### src/design/stdg_pkg.sv
`default_nettype none

package stdg_pkg;

    // calendar clock, always held normalised
    typedef struct packed {
        logic [15:0] year;
        logic [3:0]  month;
        logic [4:0]  day;
        logic [4:0]  hour;
        logic [5:0]  minute;
        logic [5:0]  second;
    } cal_t;

    typedef enum logic {
        OP_TICK    = 1'b0,
        OP_RESTART = 1'b1
    } opcode_t;

    typedef enum logic [2:0] {
        CFG_IDENT  = 3'd0,
        CFG_LENGTH = 3'd1,
        CFG_OFFSET = 3'd2,
        CFG_SIGN   = 3'd3,
        CFG_START  = 3'd4
    } cfg_index_t;

    // zone settings seen by the clock keeper
    typedef struct packed {
        logic        sign;
        logic [4:0]  offset;
        logic [41:0] start;
    } zone_cfg_t;

    // header fields seen by the framer
    typedef struct packed {
        logic [15:0] ident;
        logic [15:0] length;
        logic [4:0]  offset;
        logic        sign;
    } hdr_cfg_t;

    // per-tick snapshot handed to the framer
    typedef struct packed {
        logic [7:0] number;
        cal_t       utc;
        cal_t       loc;
        logic [1:0] attr;
    } frame_t;

    localparam logic [4:0] LAST_BYTE  = 5'd25;
    localparam logic [4:0] MAX_OFFSET = 5'd23;

    localparam logic [15:0] IDENT_RESET  = 16'd255;
    localparam logic [15:0] LENGTH_RESET = 16'd26;
    localparam logic [4:0]  OFFSET_RESET = 5'd1;
    localparam logic        SIGN_RESET   = 1'b1;
    localparam logic [41:0] START_RESET  = 42'd135698452190;

    // 2022-01-01 00:59:30 and the local time one hour behind it
    localparam cal_t UTC_RESET = '{year: 16'd2022, month: 4'd1, day: 5'd1,
                                   hour: 5'd0, minute: 6'd59, second: 6'd30};
    localparam cal_t LOCAL_RESET = '{year: 16'd2021, month: 4'd12, day: 5'd31,
                                     hour: 5'd23, minute: 6'd59, second: 6'd30};

endpackage

`default_nettype wire

### src/design/stdg_clocks.sv
`default_nettype none

module stdg_clocks (
    input  logic                clk,
    input  logic                rst_n,
    input  logic                in_valid,
    output logic                in_ready,
    input  logic                opcode,
    input  logic                efficiency,
    input  logic                validity,
    input  stdg_pkg::zone_cfg_t zone,
    output logic                frame_valid,
    input  logic                frame_ready,
    output stdg_pkg::frame_t    frame
);
    import stdg_pkg::*;

    // y mod 25 == 0 by folding: 256 = 6 and 128 = 3 (mod 25)
    function automatic logic mult25(logic [15:0] y);
        logic [10:0] r1;
        logic [7:0]  r2;
        r1 = ({3'b000, y[15:8]} << 2) + ({3'b000, y[15:8]} << 1) + {3'b000, y[7:0]};
        r2 = {3'b000, r1[10:7], 1'b0} + {4'b0000, r1[10:7]} + {1'b0, r1[6:0]};
        return (r2 == 8'd0) || (r2 == 8'd25) || (r2 == 8'd50) || (r2 == 8'd75) ||
               (r2 == 8'd100) || (r2 == 8'd125) || (r2 == 8'd150);
    endfunction

    // multiple of 25 and of 4 is a century year: leap only if also a multiple of 16
    function automatic logic is_leap(logic [15:0] y);
        return (y[1:0] == 2'b00) && (!mult25(y) || (y[3:0] == 4'b0000));
    endfunction

    function automatic logic [4:0] days_of(logic [3:0] m, logic leap);
        logic [4:0] d;
        unique case (m)
            4'd2:                      d = leap ? 5'd29 : 5'd28;
            4'd4, 4'd6, 4'd9, 4'd11:   d = 5'd30;
            default:                   d = 5'd31;
        endcase
        return d;
    endfunction

    function automatic cal_t next_day(cal_t c, logic leap);
        cal_t r;
        r = c;
        if (c.day >= days_of(c.month, leap))
        begin
            r.day = 5'd1;
            if (c.month >= 4'd12)
            begin
                r.month = 4'd1;
                r.year  = c.year + 16'd1;
            end
            else
            begin
                r.month = c.month + 4'd1;
            end
        end
        else
        begin
            r.day = c.day + 5'd1;
        end
        return r;
    endfunction

    function automatic cal_t prev_day(cal_t c, logic leap);
        cal_t r;
        r = c;
        if (c.day > 5'd1)
        begin
            r.day = c.day - 5'd1;
        end
        else if (c.month > 4'd1)
        begin
            r.month = c.month - 4'd1;
            r.day   = days_of(c.month - 4'd1, leap);
        end
        else
        begin
            r.month = 4'd12;
            r.year  = c.year - 16'd1;
            r.day   = 5'd31;
        end
        return r;
    endfunction

    function automatic cal_t tick(cal_t c);
        cal_t r;
        r = c;
        if (c.second < 6'd59)
        begin
            r.second = c.second + 6'd1;
        end
        else
        begin
            r.second = 6'd0;
            if (c.minute < 6'd59)
            begin
                r.minute = c.minute + 6'd1;
            end
            else
            begin
                r.minute = 6'd0;
                if (c.hour < 5'd23)
                begin
                    r.hour = c.hour + 5'd1;
                end
                else
                begin
                    r.hour = 5'd0;
                    r = next_day(r, is_leap(c.year));
                end
            end
        end
        return r;
    endfunction

    // unpack and clamp the start word
    function automatic cal_t load_utc(logic [41:0] st);
        cal_t       r;
        logic [4:0] dmax;
        r.second = (st[5:0] > 6'd59) ? 6'd59 : st[5:0];
        r.minute = (st[11:6] > 6'd59) ? 6'd59 : st[11:6];
        r.hour   = (st[16:12] > 5'd23) ? 5'd23 : st[16:12];
        r.year   = st[41:26];
        if (st[25:22] == 4'd0)
            r.month = 4'd1;
        else if (st[25:22] > 4'd12)
            r.month = 4'd12;
        else
            r.month = st[25:22];
        dmax = days_of(r.month, is_leap(r.year));
        if (st[21:17] == 5'd0)
            r.day = 5'd1;
        else if (st[21:17] > dmax)
            r.day = dmax;
        else
            r.day = st[21:17];
        return r;
    endfunction

    function automatic cal_t derive_local(cal_t u, logic sign, logic [4:0] off);
        cal_t       r;
        logic       leap;
        logic [5:0] h6;
        r    = u;
        leap = is_leap(u.year);
        if (sign)
        begin
            h6 = {1'b0, u.hour} + 6'd24 - {1'b0, off};
            if (u.hour < off)
            begin
                r.hour = h6[4:0];
                r = prev_day(r, leap);
            end
            else
            begin
                r.hour = u.hour - off;
            end
        end
        else
        begin
            h6 = {1'b0, u.hour} + {1'b0, off};
            if (h6 >= 6'd24)
            begin
                h6 = h6 - 6'd24;
                r.hour = h6[4:0];
                r = next_day(r, leap);
            end
            else
            begin
                r.hour = h6[4:0];
            end
        end
        return r;
    endfunction

    logic       stage_valid_reg, stage_valid_next;
    opcode_t    stage_op_reg;
    logic [1:0] stage_attr_reg;
    logic [7:0] number_reg, number_next;
    cal_t       utc_reg, utc_next;
    cal_t       loc_reg, loc_next;

    logic stage_move;
    logic in_fire;
    cal_t utc_load;
    cal_t utc_tick;
    cal_t loc_tick;

    assign stage_move  = stage_valid_reg && ((stage_op_reg == OP_RESTART) || frame_ready);
    assign frame_valid = stage_valid_reg && (stage_op_reg == OP_TICK);
    assign in_ready    = !stage_valid_reg || stage_move;
    assign in_fire     = in_valid && in_ready;

    assign utc_load = load_utc(zone.start);
    assign utc_tick = tick(utc_reg);
    assign loc_tick = tick(loc_reg);

    assign frame.number = number_reg + 8'd1;
    assign frame.utc    = utc_tick;
    assign frame.loc    = loc_tick;
    assign frame.attr   = stage_attr_reg;

    always_comb
    begin
        stage_valid_next = stage_valid_reg;
        number_next      = number_reg;
        utc_next         = utc_reg;
        loc_next         = loc_reg;
        if (stage_move)
        begin
            stage_valid_next = 1'b0;
            if (stage_op_reg == OP_RESTART)
            begin
                utc_next = utc_load;
                loc_next = derive_local(utc_load, zone.sign, zone.offset);
            end
            else
            begin
                number_next = number_reg + 8'd1;
                utc_next    = utc_tick;
                loc_next    = loc_tick;
            end
        end
        if (in_fire)
            stage_valid_next = 1'b1;
    end

    always_ff @(posedge clk or negedge rst_n)
    begin
        if (!rst_n)
        begin
            stage_valid_reg <= 1'b0;
            number_reg      <= 8'd0;
            utc_reg         <= UTC_RESET;
            loc_reg         <= LOCAL_RESET;
        end
        else
        begin
            stage_valid_reg <= stage_valid_next;
            number_reg      <= number_next;
            utc_reg         <= utc_next;
            loc_reg         <= loc_next;
        end
    end

    always_ff @(posedge clk)
    begin
        if (in_fire)
        begin
            stage_op_reg   <= opcode_t'(opcode);
            stage_attr_reg <= {validity, efficiency};
        end
    end

    // frame counter steps once per tick, never on a restart
    assert property (@(posedge clk) disable iff (!rst_n)
        stage_move && (stage_op_reg == OP_TICK) |=> number_reg == $past(number_reg) + 8'd1)
        else $error("frame counter did not step on tick");

    assert property (@(posedge clk) disable iff (!rst_n)
        stage_move && (stage_op_reg == OP_RESTART) |=> number_reg == $past(number_reg))
        else $error("frame counter moved on restart");

    // a held request keeps its opcode
    assert property (@(posedge clk) disable iff (!rst_n)
        stage_valid_reg && !stage_move |=> stage_valid_reg && $stable(stage_op_reg))
        else $error("stalled request lost");

    // both clocks stay normalised
    assert property (@(posedge clk) disable iff (!rst_n)
        (utc_reg.second < 6'd60) && (utc_reg.minute < 6'd60) && (utc_reg.hour < 5'd24) &&
        (utc_reg.month >= 4'd1) && (utc_reg.month <= 4'd12) && (utc_reg.day >= 5'd1) &&
        (loc_reg.second < 6'd60) && (loc_reg.minute < 6'd60) && (loc_reg.hour < 5'd24) &&
        (loc_reg.month >= 4'd1) && (loc_reg.month <= 4'd12) && (loc_reg.day >= 5'd1))
        else $error("clock out of range");

endmodule

`default_nettype wire

### src/design/stdg_framer.sv
`default_nettype none

module stdg_framer (
    input  logic               clk,
    input  logic               rst_n,
    input  logic               frame_valid,
    output logic               frame_ready,
    input  stdg_pkg::frame_t   frame,
    input  stdg_pkg::hdr_cfg_t hdr,
    output logic               out_valid,
    input  logic               out_ready,
    output logic [7:0]         frame_byte,
    output logic               frame_last
);
    import stdg_pkg::*;

    frame_t     snap_reg;
    logic [4:0] index_reg, index_next;
    logic       busy_reg, busy_next;
    logic [7:0] acc_reg, acc_next;

    logic is_last;
    logic out_fire;
    logic load;

    assign is_last     = (index_reg == LAST_BYTE);
    assign out_fire    = busy_reg && out_ready;
    assign frame_ready = !busy_reg || (out_ready && is_last);
    assign load        = frame_valid && frame_ready;
    assign out_valid   = busy_reg;
    assign frame_last  = is_last;

    // byte select; spare bytes read as zero, the final byte is the running XOR
    always_comb
    begin
        unique case (index_reg)
            5'd0:    frame_byte = snap_reg.number;
            5'd1:    frame_byte = hdr.ident[7:0];
            5'd2:    frame_byte = hdr.ident[15:8];
            5'd3:    frame_byte = hdr.length[7:0];
            5'd4:    frame_byte = hdr.length[15:8];
            5'd5:    frame_byte = {3'b000, hdr.offset};
            5'd6:    frame_byte = {7'b0000000, hdr.sign};
            5'd8:    frame_byte = {2'b00, snap_reg.utc.second};
            5'd9:    frame_byte = {2'b00, snap_reg.utc.minute};
            5'd10:   frame_byte = {3'b000, snap_reg.utc.hour};
            5'd11:   frame_byte = {3'b000, snap_reg.utc.day};
            5'd12:   frame_byte = {4'b0000, snap_reg.utc.month};
            5'd13:   frame_byte = snap_reg.utc.year[7:0];
            5'd14:   frame_byte = snap_reg.utc.year[15:8];
            5'd16:   frame_byte = {2'b00, snap_reg.loc.second};
            5'd17:   frame_byte = {2'b00, snap_reg.loc.minute};
            5'd18:   frame_byte = {3'b000, snap_reg.loc.hour};
            5'd19:   frame_byte = {3'b000, snap_reg.loc.day};
            5'd20:   frame_byte = {4'b0000, snap_reg.loc.month};
            5'd21:   frame_byte = snap_reg.loc.year[7:0];
            5'd22:   frame_byte = snap_reg.loc.year[15:8];
            5'd24:   frame_byte = {6'b000000, snap_reg.attr};
            5'd25:   frame_byte = acc_reg;
            default: frame_byte = 8'h00;
        endcase
    end

    always_comb
    begin
        index_next = index_reg;
        busy_next  = busy_reg;
        acc_next   = acc_reg;
        if (load)
        begin
            index_next = 5'd0;
            busy_next  = 1'b1;
            acc_next   = 8'h00;
        end
        else if (out_fire)
        begin
            if (is_last)
            begin
                busy_next = 1'b0;
            end
            else
            begin
                index_next = index_reg + 5'd1;
                acc_next   = acc_reg ^ frame_byte;
            end
        end
    end

    always_ff @(posedge clk or negedge rst_n)
    begin
        if (!rst_n)
        begin
            busy_reg  <= 1'b0;
            index_reg <= 5'd0;
        end
        else
        begin
            busy_reg  <= busy_next;
            index_reg <= index_next;
        end
    end

    always_ff @(posedge clk)
    begin
        acc_reg <= acc_next;
        if (load)
            snap_reg <= frame;
    end

endmodule

`default_nettype wire

### src/design/second_tick_time_datagram.sv
`default_nettype none

// Second-tick time frame generator. Keeps a UTC calendar clock and a local
// clock (Gregorian leap years) plus an 8-bit wrapping frame counter. A restart
// request reloads UTC from start_time, clamping out-of-range fields, and sets
// local time to UTC minus (zone_sign 1) or plus (zone_sign 0) the hour offset,
// which saturates at 23. A tick request advances both clocks by one second and
// sends a 26-byte frame, one byte per out handshake, frame_last marking the
// XOR checksum in byte 25. Flow: a request waits in the input stage; a
// restart is then done, a tick hands its snapshot to the byte serialiser
// once that is idle or sending its last byte, and stalls in the stage
// until then. The next request is accepted while a frame is
// still going out. Configuration writes are taken every cycle (cfg_ready is
// always high); clock-related registers act at the next restart, header
// fields show in every frame as currently written.

module second_tick_time_datagram (
    input  logic        clk,
    input  logic        rst_n,
    input  logic        cfg_valid,
    output logic        cfg_ready,
    input  logic [2:0]  cfg_index,
    input  logic [41:0] cfg_data,
    input  logic        in_valid,
    output logic        in_ready,
    input  logic        opcode,
    input  logic        efficiency,
    input  logic        validity,
    output logic        out_valid,
    input  logic        out_ready,
    output logic [7:0]  frame_byte,
    output logic        frame_last
);
    import stdg_pkg::*;

    logic [15:0] ident_reg;
    logic [15:0] length_reg;
    logic [4:0]  offset_reg;
    logic        sign_reg;
    logic [41:0] start_reg;

    logic [4:0]  eff_offset;
    zone_cfg_t   zone;
    hdr_cfg_t    hdr;
    logic        frame_valid;
    logic        frame_ready;
    frame_t      frame;

    assign cfg_ready = 1'b1;

    // register file; unknown indices are dropped
    always_ff @(posedge clk or negedge rst_n)
    begin
        if (!rst_n)
        begin
            ident_reg  <= IDENT_RESET;
            length_reg <= LENGTH_RESET;
            offset_reg <= OFFSET_RESET;
            sign_reg   <= SIGN_RESET;
            start_reg  <= START_RESET;
        end
        else if (cfg_valid)
        begin
            unique case (cfg_index)
                CFG_IDENT:  ident_reg  <= cfg_data[15:0];
                CFG_LENGTH: length_reg <= cfg_data[15:0];
                CFG_OFFSET: offset_reg <= cfg_data[4:0];
                CFG_SIGN:   sign_reg   <= cfg_data[0];
                CFG_START:  start_reg  <= cfg_data;
                default:    ;
            endcase
        end
    end

    // offset saturates; the saturated value is also what byte 5 reports
    assign eff_offset = (offset_reg > MAX_OFFSET) ? MAX_OFFSET : offset_reg;

    assign zone.sign   = sign_reg;
    assign zone.offset = eff_offset;
    assign zone.start  = start_reg;

    assign hdr.ident  = ident_reg;
    assign hdr.length = length_reg;
    assign hdr.offset = eff_offset;
    assign hdr.sign   = sign_reg;

    // input stage and both calendar clocks
    stdg_clocks u_clocks (
        .clk         (clk),
        .rst_n       (rst_n),
        .in_valid    (in_valid),
        .in_ready    (in_ready),
        .opcode      (opcode),
        .efficiency  (efficiency),
        .validity    (validity),
        .zone        (zone),
        .frame_valid (frame_valid),
        .frame_ready (frame_ready),
        .frame       (frame)
    );

    // snapshot register and byte serialiser with running checksum
    stdg_framer u_framer (
        .clk         (clk),
        .rst_n       (rst_n),
        .frame_valid (frame_valid),
        .frame_ready (frame_ready),
        .frame       (frame),
        .hdr         (hdr),
        .out_valid   (out_valid),
        .out_ready   (out_ready),
        .frame_byte  (frame_byte),
        .frame_last  (frame_last)
    );

endmodule

`default_nettype wire

### config.mk
export PLATFORM = sky130hd
export DESIGN_NAME = second_tick_time_datagram
export DESIGN_NICKNAME = d
export VERILOG_FILES = /design/src/design/stdg_pkg.sv /design/src/design/stdg_clocks.sv /design/src/design/stdg_framer.sv /design/src/design/second_tick_time_datagram.sv
export SDC_FILE = /design/constraint.sdc
export NUM_CORES = 1
export LEC_CHECK = 0
export BUFFER_PORTS_ARGS = -buffer_cell sky130_fd_sc_hd__buf_2
export CORE_MARGIN = 4
export CORE_UTILIZATION = 45
export CTS_CLUSTER_SIZE = 12
export DETAILED_ROUTE_END_ITERATION = 10
export GPL_ROUTABILITY_DRIVEN = 0
export HOLD_SLACK_MARGIN = 0.03
export PLACE_DENSITY = 0.58
export SYNTH_ARGS = -nofsm -noshare
export SYNTH_HDL_FRONTEND = slang
export SYNTH_SLANG_ARGS = --single-unit
### constraint.sdc
create_clock -name clk -period 23.7 [get_ports clk]
set_input_delay 0 -clock clk [delete_from_list [all_inputs] [get_ports clk]]
set_output_delay 0 -clock clk [all_outputs]
set_load 0.005 [all_outputs]
Word level (Yosys, flattened, before mapping) --
Cells that the tools add are included.
Operators by class: bitwise operators 3, muxes and demuxes 69, equal/unequal tests 65, reductions and logical operators 67, add/sub/neg operators 37, magnitude comparators 22
Operators with widths (number):
- $pmux W8 S23 | 1
- $mux W42 | 3
- $mux W5 | 25
- $mux W25 | 4
- $mux W20 | 4
- $eq A8 B7 Y1 const B | 9
- $mux W36 | 2
- $mux W16 | 4
- $mux W30 | 2
- $add A16 B1 Y16 const B | 3
- $eq A5 B5 Y1 const B | 9
- $pmux W5 S2 | 4
- $mux W6 | 6
- $eq A5 B4 Y1 const B | 7
- $add A10 B9 Y11 | 3
- $add A11 B8 Y11 | 3
- $eq A4 B3 Y1 const B | 8
- $eq A4 B4 Y1 const B | 8
- $add A5 B1 Y5 const B | 6
- $add A6 B1 Y6 const B | 4
- $add A8 B7 Y8 | 3
- $eq A8 B5 Y1 const B | 3
- $eq A8 B6 Y1 const B | 3
- $eq A8 B8 Y1 const B | 3
- other kinds (46) | 136
Word-level totals: bits of input ports 53, word-level logic and storage cells 301, flip-flop bits (word level) 284, output and inout bits 12

Longest topological paths before layout --
depth in word-level cells 25, gate-level depth with buffers 42, gate-level depth less buffers 41

Modules after synthesis --
A second synthesis with hierarchy kept.
Unflattened totals: cell total of the unflattened synthesis 1922, area, all modules 19113.3 um2
Modules (own cells, without submodules):
- stdg_clocks | cells an instance 1365, instances 1, area an instance 11026.8 um2, sequential area each 2476.1 um2
- stdg_framer | cells an instance 376, instances 1, area an instance 4928.5 um2, sequential area each 3133.0 um2
- second_tick_time_datagram | cells an instance 181, instances 1, area an instance 3158.0 um2, sequential area each 2042.0 um2

Least setup slack after synthesis --
Ideal clock, no wire load.
path kind register to register, start point reg start_reg[36], end point reg u_clocks.loc_reg[38] (netlist bit), setup time 0.129 ns, stages on the path, launching flop included 41, clock period less this slack 8.068 ns, arrival 7.939 ns, setup slack 15.632 ns, cells stage by stage dfstp_2 -> fa_1 -> ha_1 -> a21o_1 -> a21oi_1 -> o21bai_1 -> a21oi_1 -> o21bai_1 -> a21oi_1 -> xnor2_1 -> inv_1 -> fa_1 -> xnor2_1 -> ha_1 -> or2_2 -> o22ai_1 -> xnor2_1 -> mux2i_1 -> [... 5 more ...] -> ha_1 -> nand2_1 -> o211ai_1 -> or3_1 -> o211ai_1 -> or2_1 -> buf_2 -> inv_1 -> ha_1 -> nand2b_1 -> a21oi_1 -> nand2b_1 -> nor3b_2 -> nand2_1 -> o21ai_0 -> o2bb2ai_1 -> mux2i_1 -> o21ai_1
Between the ends: word-level cells in the longest chain between the ends 25, elaborated cells on any way between the ends 41, those cells by class add/sub (6); order compare (3); eq/ne (6); mux (16); reduce/logical (10)
Ends and longest elaborated chain:
- from (decl) | line second_tick_time_datagram.sv:40 | logic [41:0] start_reg;
- from (signal assigned) | line second_tick_time_datagram.sv:69 | CFG_START: start_reg <= cfg_data;
- branches (longest 23 deep; another with $add A10 B9 Y11)
- $mux W42 (*) | line stdg_clocks.sv:148 | if (sign)
- $mux W42 (*) | line stdg_clocks.sv:214 | if (stage_op_reg == OP_RESTART)
- to (signal assigned) | line stdg_clocks.sv:244 | loc_reg <= loc_next;
- to (decl) | line stdg_clocks.sv:183 | cal_t loc_reg, loc_next;
Mark *: on every way between the ends. The select of a mux whose other input is x is not followed. A chain may end at the register's enable or synchronous reset.

Worst setup path in the final report --
start point reg start_reg[35], end point reg u_clocks.loc_reg[38] (netlist bit)
Same word-level chain as after synthesis.

==> metrics.txt <==
outcome complete, no violations; Post-Syn Nets 2181; largest net degree at the start of global routing 85; Slew @ Worst Pin 0.971 ns; Worst Skew 0.0137 ns; Avg Cell Area, Syn 9.63 um^2; Port Buffer Count 63; initial antenna violation count 0; DRC viols 0; Resized Gates After CTS 0; Final Hold Vio Count 0; HP Class primary input to async pin; clk buf depth 3; die height 214 um; Vias/cell 5.94; slowest stage delay, CP 0.71 ns; row cnt 75; drt initial violations 1661; sequential cell area 0.00765 mm^2; CP Data Arrival Time 9.99 ns; Vias 15.5k; Seq/Total Area, Yosys 40.2%; commonest non-fill, non-tap cell in the layout nand2_1; Post-Syn Area 0.0191 mm^2; WL per Instance 21.5 um; setup tns final 0 ns; Req. time, crit path 24.12 ns; Main synth FF type dfrtp_1; Netlist cell types 96; yosys warns 0; GR Util All Layers 24.6%; Slowest cell on crit path dfstp_2; Mapped Cells 1978; initial core utilization 45.5%; Post-DP Area 0.0199 mm^2; asr flop ratio synth 63.0%; RSZ-0062 raised after global routing false; TritonCTS clock tree yes; H-tree Lvls 2; total die area 0.0457 mm^2; max reg flops 94; FILL cells 3858; IO Count 65; CP Launch Type register; Final #Nets 2254; Max Cap Viol 0; CP endpoint kind register; TritonCTS Buffers 34; area delta synth->final 13.0%; n_diodes 0; Crit Path Class register to register; hold slack 0.0500 ns; DRT Pass-1 Iters 6; most frequent cells in the layout nand2_1 (212), o21ai_0 (184), nor2_1 (124); share of layout cells above drive strength 1 16.2%; final WL 56.3 mm; fmax 104 MHz; Detail Placement HPWL 41.4 mm; # Post-CTS Setup Buffers 0; final setup fails 0; Worst path most repeated cell a21oi_1; antenna viol nets, final 0; Die X-Extent 214 um; headroom to the max-slew limit 34.8%; Post-synth EDFFs 97; number of hold buffers added after cts 51; vias in the first global route 15.0k; Crit Path Max Fanout 12; Clock transition at path regs 0.06 ns; global-route wire length before repair 87.5 mm; Tcrit/Tclk final 40.4%; Design Area, Final 0.0215 mm^2; post-layout min period 9.58 ns; Root Buffer clkbuf_16; Core Area 0.0419 mm^2; Slew Viols, Final 0; flops & latches, synth 284; Overflow after GRT 0; Clock Latency Late Sink 0.55 ns; area of the multi-input gates 0.0107 mm^2; clock sink count 284
==> per-layer routing <==
metal  global-route usage (%)  share of wire (%)
met1                     35.1                 45
met2                     39.0                 46
met3                     4.20                6.3
met4                     6.69                2.6
met5                        0                  0
==> path summary, 6_finish.rpt <==
path / from / to / slack, ns / cells past startpoint
max in group asynchronous: rst_n / start_reg[20] / 22.32 / 3
min: rst_n / ident_reg[15] / 0.05 / 2
min reg2reg: u_clocks.stage_attr_reg[1] / u_framer.snap_reg[1] / 0.42 / 0
max: start_reg[35] / u_clocks.loc_reg[38] / 14.12 / 39
min in group clk: out_ready / u_framer.index_reg[0] / 0.07 / 6
max reg2reg: start_reg[35] / u_clocks.loc_reg[38] / 14.12 / 39
==> synth_stat cells (all sizes together) (78+ instances only) <==
master  count  share of area (%)
nor2      128                2.6
xnor2      78                3.6
ha        118                7.7
inv        88                1.7
a21oi     108                2.9
edfxtp     97                 15
mux2       86                5.1
o21ai     188                5.0
nand2     213                4.2
dfstp      79                 11
clkbuf     79                1.6
dfrtp     100                 13
==> layout make-up <==
cell class	count	share of cell area, %
multi-input combinational	1504	49.7
sequential	284	35.5
timing repair buffer	139	4.75
clock buffer	47	4.46
tap	539	3.13
inverter	88	1.53
clock inverter	15	0.918
==> logic make-up after synthesis <==
logic type | share of synthesized area, %
other cells | 0.0197
mux | 6.96
xor+xnor | 5.06
simple gates | 15.1
fa+ha+maj | 11.2
flops | 40.2
compound gates | 17.6
buf+inv | 3.93
==> worst max-delay path, delay by kind of cell, from the launching register on <==
family	cells	cell delay, ns
AND/OR/NAND/NOR	11	2.38
flip-flops	1	0.71
XOR/XNOR	3	0.62
buffers and inverters	2	0.23
AO/OA/AOI/OAI	16	3.26
adder cells (fa/ha/maj)	6	2.02
multiplexers	1	0.20
==> stage by stage <==
stage	setup WS (ns)	cells	util (%)
floorplan	15.63	1978	-
finish	14.12	2616	51.4
detailed placement	14.20	2503	47.5
global route	13.38	2616	51.4
CTS	14.15	2616	51.4
global placement	14.66	2503	47.5
Power is not shown: default switching activity piles up to over one toggle a cycle in this logic, so the estimate is an artifact.
